==> config.mk <==
export PLATFORM = sky130hd
export DESIGN_NAME = gnsm_ctrl
export DESIGN_NICKNAME = d
export VERILOG_FILES = /design/src/hw/rtl/gnsm_pkg.sv /design/src/hw/rtl/gnsm_ctrl.sv
export SDC_FILE = /design/constraint.sdc
export NUM_CORES = 1
export LEC_CHECK = 0
export ABC_CLOCK_PERIOD_IN_PS = 1770
export BUFFER_PORTS_ARGS = -buffer_cell sky130_fd_sc_hd__buf_2
export CORE_UTILIZATION = 44
export DETAILED_ROUTE_END_ITERATION = 8
export PLACE_DENSITY_LB_ADDON = 0.2
export SYNTH_ARGS = -nofsm -noshare
export SYNTH_HDL_FRONTEND = slang
export SYNTH_SLANG_ARGS = --single-unit
==> constraint.sdc <==
create_clock -name clock -period 1.77 [get_ports clock]
set_clock_uncertainty 0.15 [all_clocks]
set_input_delay 0.0885 -clock clock [delete_from_list [all_inputs] [get_ports clock]]
set_output_delay 0.0885 -clock clock [all_outputs]
set_load 0.05 [all_outputs]
==> src/hw/rtl/gnsm_pkg.sv <==
// shared types and constants of the greedy nearest shape match core
package gnsm_pkg;

   localparam int MAX_SHAPES_DEF = 32;
   localparam int MAX_OUT        = 32;

   localparam int SIZE_W    = 16;
   localparam int COORD_W   = 18;
   localparam int IDX_OUT_W = 5;
   localparam int RADIUS_W  = 8;
   localparam int R2_W      = 2 * RADIUS_W;
   localparam int DIFF_W    = COORD_W + 1;
   localparam int SQ_W      = 2 * COORD_W;
   localparam int D2_W      = SQ_W + 1;

   localparam logic [RADIUS_W-1:0] RADIUS_RESET = 8'd192;
   localparam logic [RADIUS_W-1:0] RADIUS_MIN   = 8'd64;
   localparam logic [RADIUS_W-1:0] RADIUS_MAX   = 8'd192;

   typedef struct packed {
      logic [SIZE_W-1:0]  size;
      logic [COORD_W-1:0] cx;
      logic [COORD_W-1:0] cy;
   } shape_type;

   // controller to datapath
   typedef struct packed {
      logic load;
      logic init;
      logic bscan_start;
      logic ascan_start;
      logic take_pair;
      logic flush;
   } cmd_type;

   // datapath to controller
   typedef struct packed {
      logic scan_busy;
      logic bfound;
      logic pair_ok;
      logic pairs_full;
      logic slot_free;
      logic out_free;
   } status_type;

endpackage

==> src/hw/rtl/gnsm_ctrl.sv <==
// sequencer for loading, selection scans, pairing and result flush
module gnsm_ctrl (
   input  logic                   clock,
   input  logic                   reset,
   input  logic                   req_valid,
   input  logic                   req_last_shape,
   output logic                   req_ready,
   input  gnsm_pkg::status_type   status,
   output gnsm_pkg::cmd_type      cmd
);
   import gnsm_pkg::*;

   typedef enum logic [7:0] {
      S_LOAD   = 8'b0000_0001,
      S_INIT   = 8'b0000_0010,
      S_BSTART = 8'b0000_0100,
      S_BWAIT  = 8'b0000_1000,
      S_ASTART = 8'b0001_0000,
      S_AWAIT  = 8'b0010_0000,
      S_PAIR   = 8'b0100_0000,
      S_FLUSH  = 8'b1000_0000
   } state_type;

   state_type state_ff, state_in;

   assign req_ready = (state_ff == S_LOAD);

   always_comb begin
      state_in = state_ff;
      cmd      = '0;
      case (state_ff)
         S_LOAD: begin
            if (req_valid) begin
               cmd.load = 1'b1;
               if (req_last_shape) state_in = S_INIT;
            end
         end
         S_INIT: begin
            cmd.init = 1'b1;
            state_in = S_BSTART;
         end
         S_BSTART: begin
            if (status.pairs_full) begin
               state_in = S_FLUSH;
            end else begin
               cmd.bscan_start = 1'b1;
               state_in        = S_BWAIT;
            end
         end
         S_BWAIT: begin
            if (!status.scan_busy) state_in = status.bfound ? S_ASTART : S_FLUSH;
         end
         S_ASTART: begin
            cmd.ascan_start = 1'b1;
            state_in        = S_AWAIT;
         end
         S_AWAIT: begin
            if (!status.scan_busy) state_in = status.pair_ok ? S_PAIR : S_BSTART;
         end
         S_PAIR: begin
            if (status.slot_free) begin
               cmd.take_pair = 1'b1;
               state_in      = S_BSTART;
            end
         end
         S_FLUSH: begin
            if (status.out_free) begin
               cmd.flush = 1'b1;
               state_in  = S_LOAD;
            end
         end
         default: begin
            state_in = S_LOAD;
         end
      endcase
   end

   always_ff @(posedge clock) begin
      if (reset) begin
         state_ff <= S_LOAD;
      end else begin
         state_ff <= state_in;
      end
   end

endmodule

==> impl_results.md, run 1 <==
* FF-to-FF path depth at 6
* Commonest cells after routing, fill and taps aside: buf_4 (20), nor2_1 (10), buf_2 (9)
* Place WS at -0.0545 ns
* Post-synth cell types at 35
* Vias in the first global route at 612
* Hold path depth at 3
* Status: finished, violations left
* Proportion of synthesized area in mux cells at 0
* Layout Nets at 122
* Endpoints failing hold at 0
* VDD IR max at between 0.5 and 0.6 mV
* Final WS setup at -0.111 ns
* Total leakage power at between 0.4 and 0.5 nW
* WL final at 1.77 mm
* DIE WIDTH at 39.6 µm
* ANT cells at 0
* Placed inst area at approximately 800 µm²
* Top flop regs: state_ff: 8 flops
* Worst reg-to-reg setup slack at -0.04 ns
* Period utilization at 1.06
* I/O pin count at 17
* Port bufs at 16
* Failing checks: setup timing
* Via count at about 670
* # DRC at 0
* Total congestion overflow at 0
* Die height at 39.6 µm
* Critical path arrival at 1.64 ns
* #FFs+latches synth at 8
* Clock edge transition at the registers on the reported setup and hold paths at 0.05 ns
* # rows at 13
* Routed Antenna Nets at 0
* CTS buffer count at 3
* Largest register FFs at 8
* Highest clock rate at ~0.53 GHz
* Async SR Flop Fraction at 0
* Initial antenna violation count at 0
* Layout cells sized above 1 at 0.573
* Post-synth EDFFs at 0
* Xor/xnor share of the synthesized area at 0.0423
* Core footprint at 1300 µm²
* Crit start category: flip-flop
* CP Launch Point: state_ff[5]
* Critical path class: reg -> out
* CTS root buf: clkbuf_4
* Insertion delay to the later sink of the worst-skew pair at roughly 0.26 ns
* Deepest clock path buffer count at 2
* Hold_sp: status[3]
* Setup crit end kind: output port
* Fillers at 91
* DP Cell Count at 112
* Reg2reg end: state_ff[1]
* Htree depth at 1
* Final instance count without filler cells at 125
* Worst EP required at between 1.5 and 2 ns
* Least-Margin Pin Slew at 0.415 ns
* Initial DRC Count at 7
* CTS tree: done
* Syn Nets at 84
* CTS sink count at 8
* Ys Warns at 0
* Max-slew headroom at 0.723
* Synth Area in Compound Gates at 0.155
* Maximum number of pins on one net before global-route repair at 10
* Vias per cell at approximately 5.4
* Worst r2r src: state_ff[5]
* Post-synthesis cell count at between 70 and 80
* Die Footprint at 1560 µm²
* Final Cell Area at around 1000 µm²
* Sequential share of the synthesized area at 0.258
* Area Overhead vs Synth at 61.3%
* GRT Total Usage at 0.251
* Syn Area/Cell at 8.39 µm²
* Global-route wire length before repair at 2.58 mm
* Detailed Place HPWL at between 1 and 1.5 mm
* Post-synthesis simple-gate area fraction at 0.460
* Largest Register: state_ff
* Pwr Total at approximately 1.2 mW
* Initial Utilization at 0.477
* Adder-Cell Fraction of Synth Area at 0
* Power per Cell Area at 1230 nW/µm²
* Mapped cell area at 621 µm²
* Routed WL per cell at approximately 14 µm
* RSZ-0062 raised after global routing: true
* Largest family of logic cells by synthesized area: simple AND/OR/NAND/NOR gates
* Count of final setup violators at 6
* Final Util at 0.769
* Hold Path End: state_ff[6]
* Most common cell after layout, fill and taps aside: buf_4
* Primary FF master, synth: dfxtp_1
* Max-cap check violation count at 0
* First-pass DRT Iterations at 4
* Final Max Tran Viols at 0
* Period minus WS final at 1.88 ns
* Worst Path Max Fanout at 5
* Gpl congestion at 0.804
* Worst hold path class: in -> reg
-- how the worst max path moves through the flow --
stage / to / slack [ns] / depth (start not counted)
global placement: state_ff[4] / -0.03 / 5
detailed placement: cmd[5] / -0.05 / 5
floorplan: cmd[5] / -0.17 / 5
CTS: cmd[5] / -0.12 / 5
finish: cmd[5] / -0.11 / 5
global route: cmd[0] / -0.16 / 6
-- synthesized netlist by cell type, types with 2 or more instances --
cell type | count | area, µm²
nor4b_1 | 2 | 17.5
and2_1 | 2 | 12.5
nand2_1 | 2 | 7.51
a31oi_1 | 2 | 12.5
xor2_1 | 2 | 17.5
nor2_1 | 11 | 41.3
dfxtp_1 | 8 | 160
and3_1 | 2 | 12.5
buf_6 | 3 | 33.8
a21oi_1 | 5 | 25.0
nor4_1 | 2 | 12.5
inv_1 | 3 | 11.3
nand2b_1 | 3 | 18.8
nor2b_1 | 3 | 18.8
nor3_2 | 4 | 40.0
-- metrics by stage --
stage	hold WS [ns]	setup TNS, ns
after floorplan	0.0109	-0.375
after global placement	0.186	-0.0632
after detailed placement	0.186	-0.176
after CTS	0.0107	-0.402
after global routing	0.00569	-0.632
final	0.0146	-0.371
-- cell type report --
cell class	count	area (µm²)	share of cell area
multi-input cells	59	497	0.496
repair buffers	37	280	0.280
flip-flops and latches	8	171	0.171
clock buffers	3	22.5	0.0225
well taps	15	18.8	0.0188
inverters	3	11.3	0.0113
-- power by group --
group | total (mW) | switching [mW] | internal (mW)
clock network | 0.144 | 0.0657 | 0.0779
registers | 0.284 | 0.0725 | 0.212
logic | 0.803 | 0.405 | 0.398
-- per-layer routing --
layer | track usage | vias up | share of wire
li1 | - | 345 | -
met3 | 0.102 | 4 | 0.042
met4 | 0.0517 | 0 | 0.018
met5 | 0 | - | 0
met1 | 0.296 | 301 | 0.44
met2 | 0.422 | 22 | 0.50
-- worst max-delay path: stages (launching register included) --
cell	delay [ns]
dfxtp_4	0.37
nor4_4	0.32
nand2b_1	0.17
nor3_4	0.21
and2_4	0.19
buf_8	0.14
-- cell families after synthesis --
kind of cell           Yosys count
buffers and inverters            7
AO/OA/AOI/OAI                   14
AND/OR/NAND/NOR                 42
XOR/XNOR                         3
flip-flops                       8
-- repair_timing --
| action | CTS | global route |
|---|---|---|
| setup buffers | 6 | 5 |
| pin swaps | 4 | 6 |
| gates resized for setup | 17 | 12 |
| hold buffers | 1 | 0 |
| setup endpoints to repair | 9 | 14 |
| hold endpoints to repair | 4 | 0 |
(Power assumes the default switching activity.)
==> inputs of run 2 (changes only) <==
- REMOVE_ABC_BUFFERS: unset -> 1
==> run 2 against run 1 <==
The run still ends with setup timing left. Sequential share of layout area up 0.35 points. Clock power hardly changed. Fmax decreased by 1.2%.
==> impl_results.md, run 2 (synthesized netlist as in run 1, its figures left out) <==
* Top flop regs: state_ff: 8 flops
* Cell Chain, Critical Path: buf_4 -> buf_4 -> nor4b_4 -> a211oi_1 -> or4_1 -> a21oi_2 -> o31ai_1
* Failing checks: setup timing
* Vias per cell at 5.63 (+4.7%)
* Cell internal pwr at 0.690 mW (+0.33%)
* Max-slew headroom at 0.743 (+0.0194)
* VDD IR max at 0.540 mV (+5.6%)
* Final Max Tran Viols at 0 (unchanged)
* Critical path arrival at 1.90 ns (+0.26 ns)
* Via count at 715 (+6.4%)
* Detailed Place HPWL at 1.15 mm (+2.0%)
* Htree depth at 1 (unchanged)
* CTS tree: done
* Initial antenna violation count at 0 (unchanged)
* Reg power frac at 0.228 (-0.003)
* WL final at 1.87 mm (+5.8%)
* Insertion delay to the later sink of the worst-skew pair at 0.26 ns (about the same)
* Period minus WS final at 1.90 ns (+0.0222 ns)
* Die Footprint at 1560 µm² (unchanged)
* Largest Register: state_ff
* # rows at 13 (unchanged)
* DIE WIDTH at 39.6 µm (unchanged)
* Layout cells sized above 1 at 0.589 (+0.0166)
* CTS root buf: clkbuf_4
* Routed WL per cell at 14.7 µm (+4.1%)
* Port bufs at 16 (unchanged)
* I/O pin count at 17 (unchanged)
* RSZ-0062 raised after global routing: true
* Global-route wire length before repair at 2.35 mm (-8.8%)
* Crit start category: flip-flop
* Core footprint at 1300 µm² (unchanged)
* Critical path's largest stage delay at 0.43 ns (+0.06 ns)
* Layout Nets at 124 (+1.6%)
* Vias in the first global route at 583 (-4.7%)
* Deepest clock path buffer count at 2 (unchanged)
* Clock Power Share at 0.116 (about the same)
* Power per Cell Area at 1220 nW/µm² (-1.0%)
* Highest clock rate at 0.525 GHz (-1.2%)
* CTS buffer count at 3 (unchanged)
* GRT Total Usage at 0.237 (-0.0144)
* Worst hold path class: in -> reg
* # DRC at 0 (unchanged)
* Endpoints failing hold at 0 (unchanged)
* Sw frac at 0.439 (-0.00261)
* Area Overhead vs Synth at 62.7%
* Commonest cells after routing, fill and taps aside: buf_4 (25), nor2_1 (11), buf_2 (9)
* Initial Utilization at 0.477 (unchanged)
* Status: finished, violations left
* Worst Path Max Fanout at 5 (unchanged)
* Gpl congestion at 0.846 (+5.1%)
* First-pass DRT Iterations at 4 (unchanged)
* ANT cells at 0 (unchanged)
* Die height at 39.6 µm (unchanged)
* CTS sink count at 8 (unchanged)
* Slowest CP cell: or4_1
* Count of final setup violators at 9 (+3)
* Most numerous cell on the critical path: buf_4
* Largest register FFs at 8 (unchanged)
* Pwr Total at 1.23 mW (-0.14%)
* Switching pwr at 0.539 mW (-0.73%)
* Least-Margin Pin Slew at 0.386 ns (-0.0290 ns)
* Clock edge transition at the registers on the reported setup and hold paths at 0.06 ns (about the same)
* Routed Antenna Nets at 0 (unchanged)
* Logic pwr share at 0.656 (+0.003)
* Total congestion overflow at 0 (unchanged)
* Worst EP required at 1.77 ns (+0.24 ns)
* Total leakage power at 0.455 nW (+1.9%)
* Final WS setup at -0.133 ns (-0.0222 ns)
* Maximum number of pins on one net before global-route repair at 10 (unchanged)
* Setup crit end kind: flip-flop
* Max-cap check violation count at 0 (unchanged)
* Most common cell after layout, fill and taps aside: buf_4
* Critical path class: reg -> reg
* Place WS at -0.0863 ns (-0.0318 ns)
* Initial DRC Count at 16 (+9)
* Period utilization at 1.08 (+0.0125)
[run 2: worst paths after layout]
kind	start	endpoint	slack [ns]	cells past startpoint
max	state_ff[3]	state_ff[0]	-0.13	7
min	status[3]	state_ff[2]	0.02	3
max reg2reg	state_ff[3]	state_ff[0]	-0.13	7
min reg2reg	state_ff[0]	state_ff[2]	0.53	2
[run 2: what timing repair did]
action / 4_1_cts / 5_1_grt
endpoints found under the setup margin: 8 / 14
resized for setup: 19 / 19
pin swaps: 6 / 11
hold buffers: 1 / 0
setup buffers: 8 / 3
hold endpoints to repair: 4 / 0
[run 2: stage by stage]
| step | util | setup TNS (ns) | instance area, µm² | hold slack (ns) | instances |
|---|---|---|---|---|---|
| after CTS | 0.713 | -0.192 | 927 | 0.0113 | 125 |
| after floorplan | - | -3.08 | 579 | 0.0109 | 70 |
| after detailed placement | 0.596 | -0.147 | 776 | 0.181 | 114 |
| after global routing | 0.776 | -1.45 | 1010 | 0.0151 | 127 |
| after global placement | 0.596 | -0.0847 | 776 | 0.181 | 114 |
| final | 0.776 | -0.692 | 1010 | 0.0186 | 127 |
[run 2: final cells by class]
cell class / count / area [µm²]
well taps: 15 / 18.8
repair buffers: 39 / 295
flip-flops and latches: 8 / 176
inverters: 3 / 11.3
fillers: 91 / 292
multi-input cells: 59 / 485
clock buffers: 3 / 22.5
[run 2: worst max-delay path, delay by kind of cell, from the launching register on]
| kind | cells | cell delay [ns] |
|---|---|---|
| AOI/OAI and AO/OA | 3 | 0.31 |
| buffers and inverters | 2 | 0.29 |
| DFF | 1 | 0.35 |
| and+or+nand+nor | 2 | 0.69 |
[run 2: power groups by stage]
stage | clock [mW] | combinational (mW) | sequential (mW)
after floorplan | 0 | 0.396 | 0.263
after CTS | 0.136 | 0.710 | 0.267
after global placement | 0 | 0.563 | 0.270
after global routing | 0.157 | 0.851 | 0.283
final | 0.143 | 0.806 | 0.281
after detailed placement | 0 | 0.571 | 0.269
[run 2: metal layers]
metal  global-route usage  vias up  wire, µm
li1                     -      352         -
met5                    0        -         0
met4                0.103        0         0
met3               0.0511        0        80
met2                0.443       25      1000
met1                0.247      338       787
==> inputs of run 3 (changes only) <==
- ABC_CLOCK_PERIOD_IN_PS: 1770 -> 1900
- CORE_AREA: unset -> 2 2 39 41
- CORE_UTILIZATION: 44 -> unset
- DIE_AREA: unset -> 0 0 41 43
- clock period: 1.77 -> 1.9 ns (I/O delays scaled with it)
==> run 3 against run 2 <==
The flow now finishes without violations. Count of clock-buffer cells in the layout stayed put. Cell area is 14% lower. Power is 21% lower. Non-clock buffer count is 10 lower. Global-route usage is 3.3 points lower. Critical endpoint is now cmd[0]. Hold slack better by 0.0088 ns. Setup slack better by 0.21 ns. First-iteration DRC count is 31% lower. Sequential share of layout area is 1.6 points higher. Via count is 8.4% lower. Final cell count is 7.1% lower. Highest routed layer is now met4. Flip-flop and latch count stayed put.
==> impl_results.md, run 3 (synthesized netlist as in run 1, its figures left out) <==
* Deepest clock path buffer count at 2 (unchanged)
* Worst EP required at 1.65 ns (-0.12 ns)
* Worst Path Max Fanout at 3 (-2)
* Clock edge transition at the registers on the reported setup and hold paths at 0.05 ns (about the same)
* Reg2reg end: state_ff[4]
* Total congestion overflow at 0 (unchanged)
* RSZ-0062 raised after global routing: true
* CTS sink count at 8 (unchanged)
* WL final at 1.56 mm (-16%)
* Worst hold path class: in -> reg
* I/O pin count at 17 (unchanged)
* Maximum number of pins on one net before global-route repair at 10 (unchanged)
* Hold path depth at 3 (unchanged)
* Largest register FFs at 8 (unchanged)
* ANT cells at 0 (unchanged)
* Endpoints failing hold at 0 (unchanged)
* CTS root buf: clkbuf_4
* Initial DRC Count at 11 (-5)
* # rows at 14 (+1)
* DIE WIDTH at 41 µm (+3.7%)
* Gpl congestion at 0.792 (-6.3%)
* Routed Antenna Nets at 0 (unchanged)
* Hold_sp: status[3]
* Critical path class: reg -> out
* Period utilization at 0.962
* Layout cells sized above 1 at 0.471 (-0.119)
* Routed WL per cell at 13.3 µm (-9.9%)
* Final WS setup at 0.0720 ns (+0.205 ns)
* Max-cap check violation count at 0 (unchanged)
* Critical path arrival at 1.58 ns (-0.32 ns)
* Total leakage power at 0.396 nW (-13%)
* Worst r2r src: state_ff[2]
* Vias in the first global route at 544 (-6.7%)
* GRT Total Usage at 0.204 (-0.0326)
* Commonest cells after routing, fill and taps aside: buf_4 (14), buf_2 (12), nor2_1 (11)
* Core footprint at 1380 µm² (+6.3%)
* Initial Utilization at 0.448 (-0.0285)
* Area Overhead vs Synth at 39.5%
* Global-route wire length before repair at 2.42 mm (+2.7%)
* Power per Cell Area at 1110 nW/µm² (-8.4%)
* Status: completed
* CTS buffer count at 3 (unchanged)
* First-pass DRT Iterations at 4 (unchanged)
* Setup crit end kind: output port
* Crit start category: flip-flop
* Most common cell after layout, fill and taps aside: buf_4
* Die Footprint at 1760 µm² (+13%)
* Die height at 43 µm (+8.7%)
* Hold Path End: state_ff[6]
* Max-slew headroom at 0.762 (+0.0199)
* Highest clock rate at ~0.55 GHz
* Count of final setup violators at 0 (-9)
* Via count at 655 (-8.4%)
* Detailed Place HPWL at 1.12 mm (-2.7%)
* CTS tree: done
* Place WS at 0.0507 ns (+0.137 ns)
* Layout Nets at 114 (-8.1%)
* Vias per cell at 5.55 (-1.4%)
* VDD IR max at 0.556 mV (+2.9%)
* Least-Margin Pin Slew at 0.356 ns (-0.0297 ns)
* Pwr Total at 0.965 mW (-21%)
* Final Max Tran Viols at 0 (unchanged)
* Insertion delay to the later sink of the worst-skew pair at 0.25 ns (about the same)
* Htree depth at 1 (unchanged)
* FF-to-FF path depth at 6 (-1)
* Initial antenna violation count at 0 (unchanged)
* Period minus WS final at ~1.8 ns
* Port bufs at 16 (unchanged)
* Largest Register: state_ff
* # DRC at 0 (unchanged)
* Top flop regs: state_ff: 8 flops
* Worst reg-to-reg setup slack at 0.09 ns (+0.22 ns)
[run 3: through the flow]
step	instance area (µm²)	hold WS [ns]	std cells	utilization	TNS [ns]
2_1_floorplan	579	0.0174	70	-	-2.14
3_3_place_gp	732	0.188	109	0.529	0
3_5_place_dp	732	0.187	109	0.529	0
4_1_cts	816	0.0192	116	0.590	0
5_1_grt	866	0.0382	118	0.626	-0.0915
6_report	866	0.0274	118	0.626	0
[run 3: report_power, final]
part           switching (mW)  leakage, nW  internal, mW
Clock                  0.0529       0.0138        0.0720
Sequential             0.0676       0.0663         0.200
Combinational           0.312        0.316         0.261
[run 3: how the worst max path moves through the flow]
stage / to / slack [ns] / cells after the start / start
after floorplan: cmd[1] / -0.79 / 3 / state_ff[3]
after CTS: cmd[5] / 0.04 / 5 / state_ff[5]
after global placement: state_ff[4] / 0.07 / 5 / state_ff[3]
final: cmd[0] / 0.07 / 5 / state_ff[2]
after detailed placement: cmd[3] / 0.05 / 4 / state_ff[6]
after global routing: state_ff[4] / -0.03 / 6 / state_ff[2]
[run 3: final cells by class]
| cell class | count | area [µm²] |
|---|---|---|
| fill | 122 | 518 |
| clock buffer | 3 | 22.5 |
| timing repair buffer | 29 | 198 |
| sequential | 8 | 165 |
| inverter | 3 | 11.3 |
| multi-input combinational | 59 | 449 |
| tap | 16 | 20.0 |
[run 3: metal layers]
metal	routed length, µm	GRT usage	up-vias
li1	-	-	327
met1	661	0.256	305
met2	820	0.309	21
met3	72	0.0471	2
met4	10	0.107	0
met5	0	0	-
[run 3: critical path: stages (launching register included)]
cell and delay, ns:
dfxtp_4 0.35, nor4_4 0.29, buf_4 0.16, nand4b_1 0.18, nor2_1 0.18, buf_6 0.17
[run 3: repair_timing]
| action | 4_1_cts | 5_1_grt |
|---|---|---|
| buffers inserted | 3 | 2 |
| hold endpoints to repair | 4 | 0 |
| gates resized for setup | 5 | 12 |
| endpoints found under the setup margin | 5 | 7 |
| pin swaps | 2 | 4 |
| hold buffers | 1 | 0 |
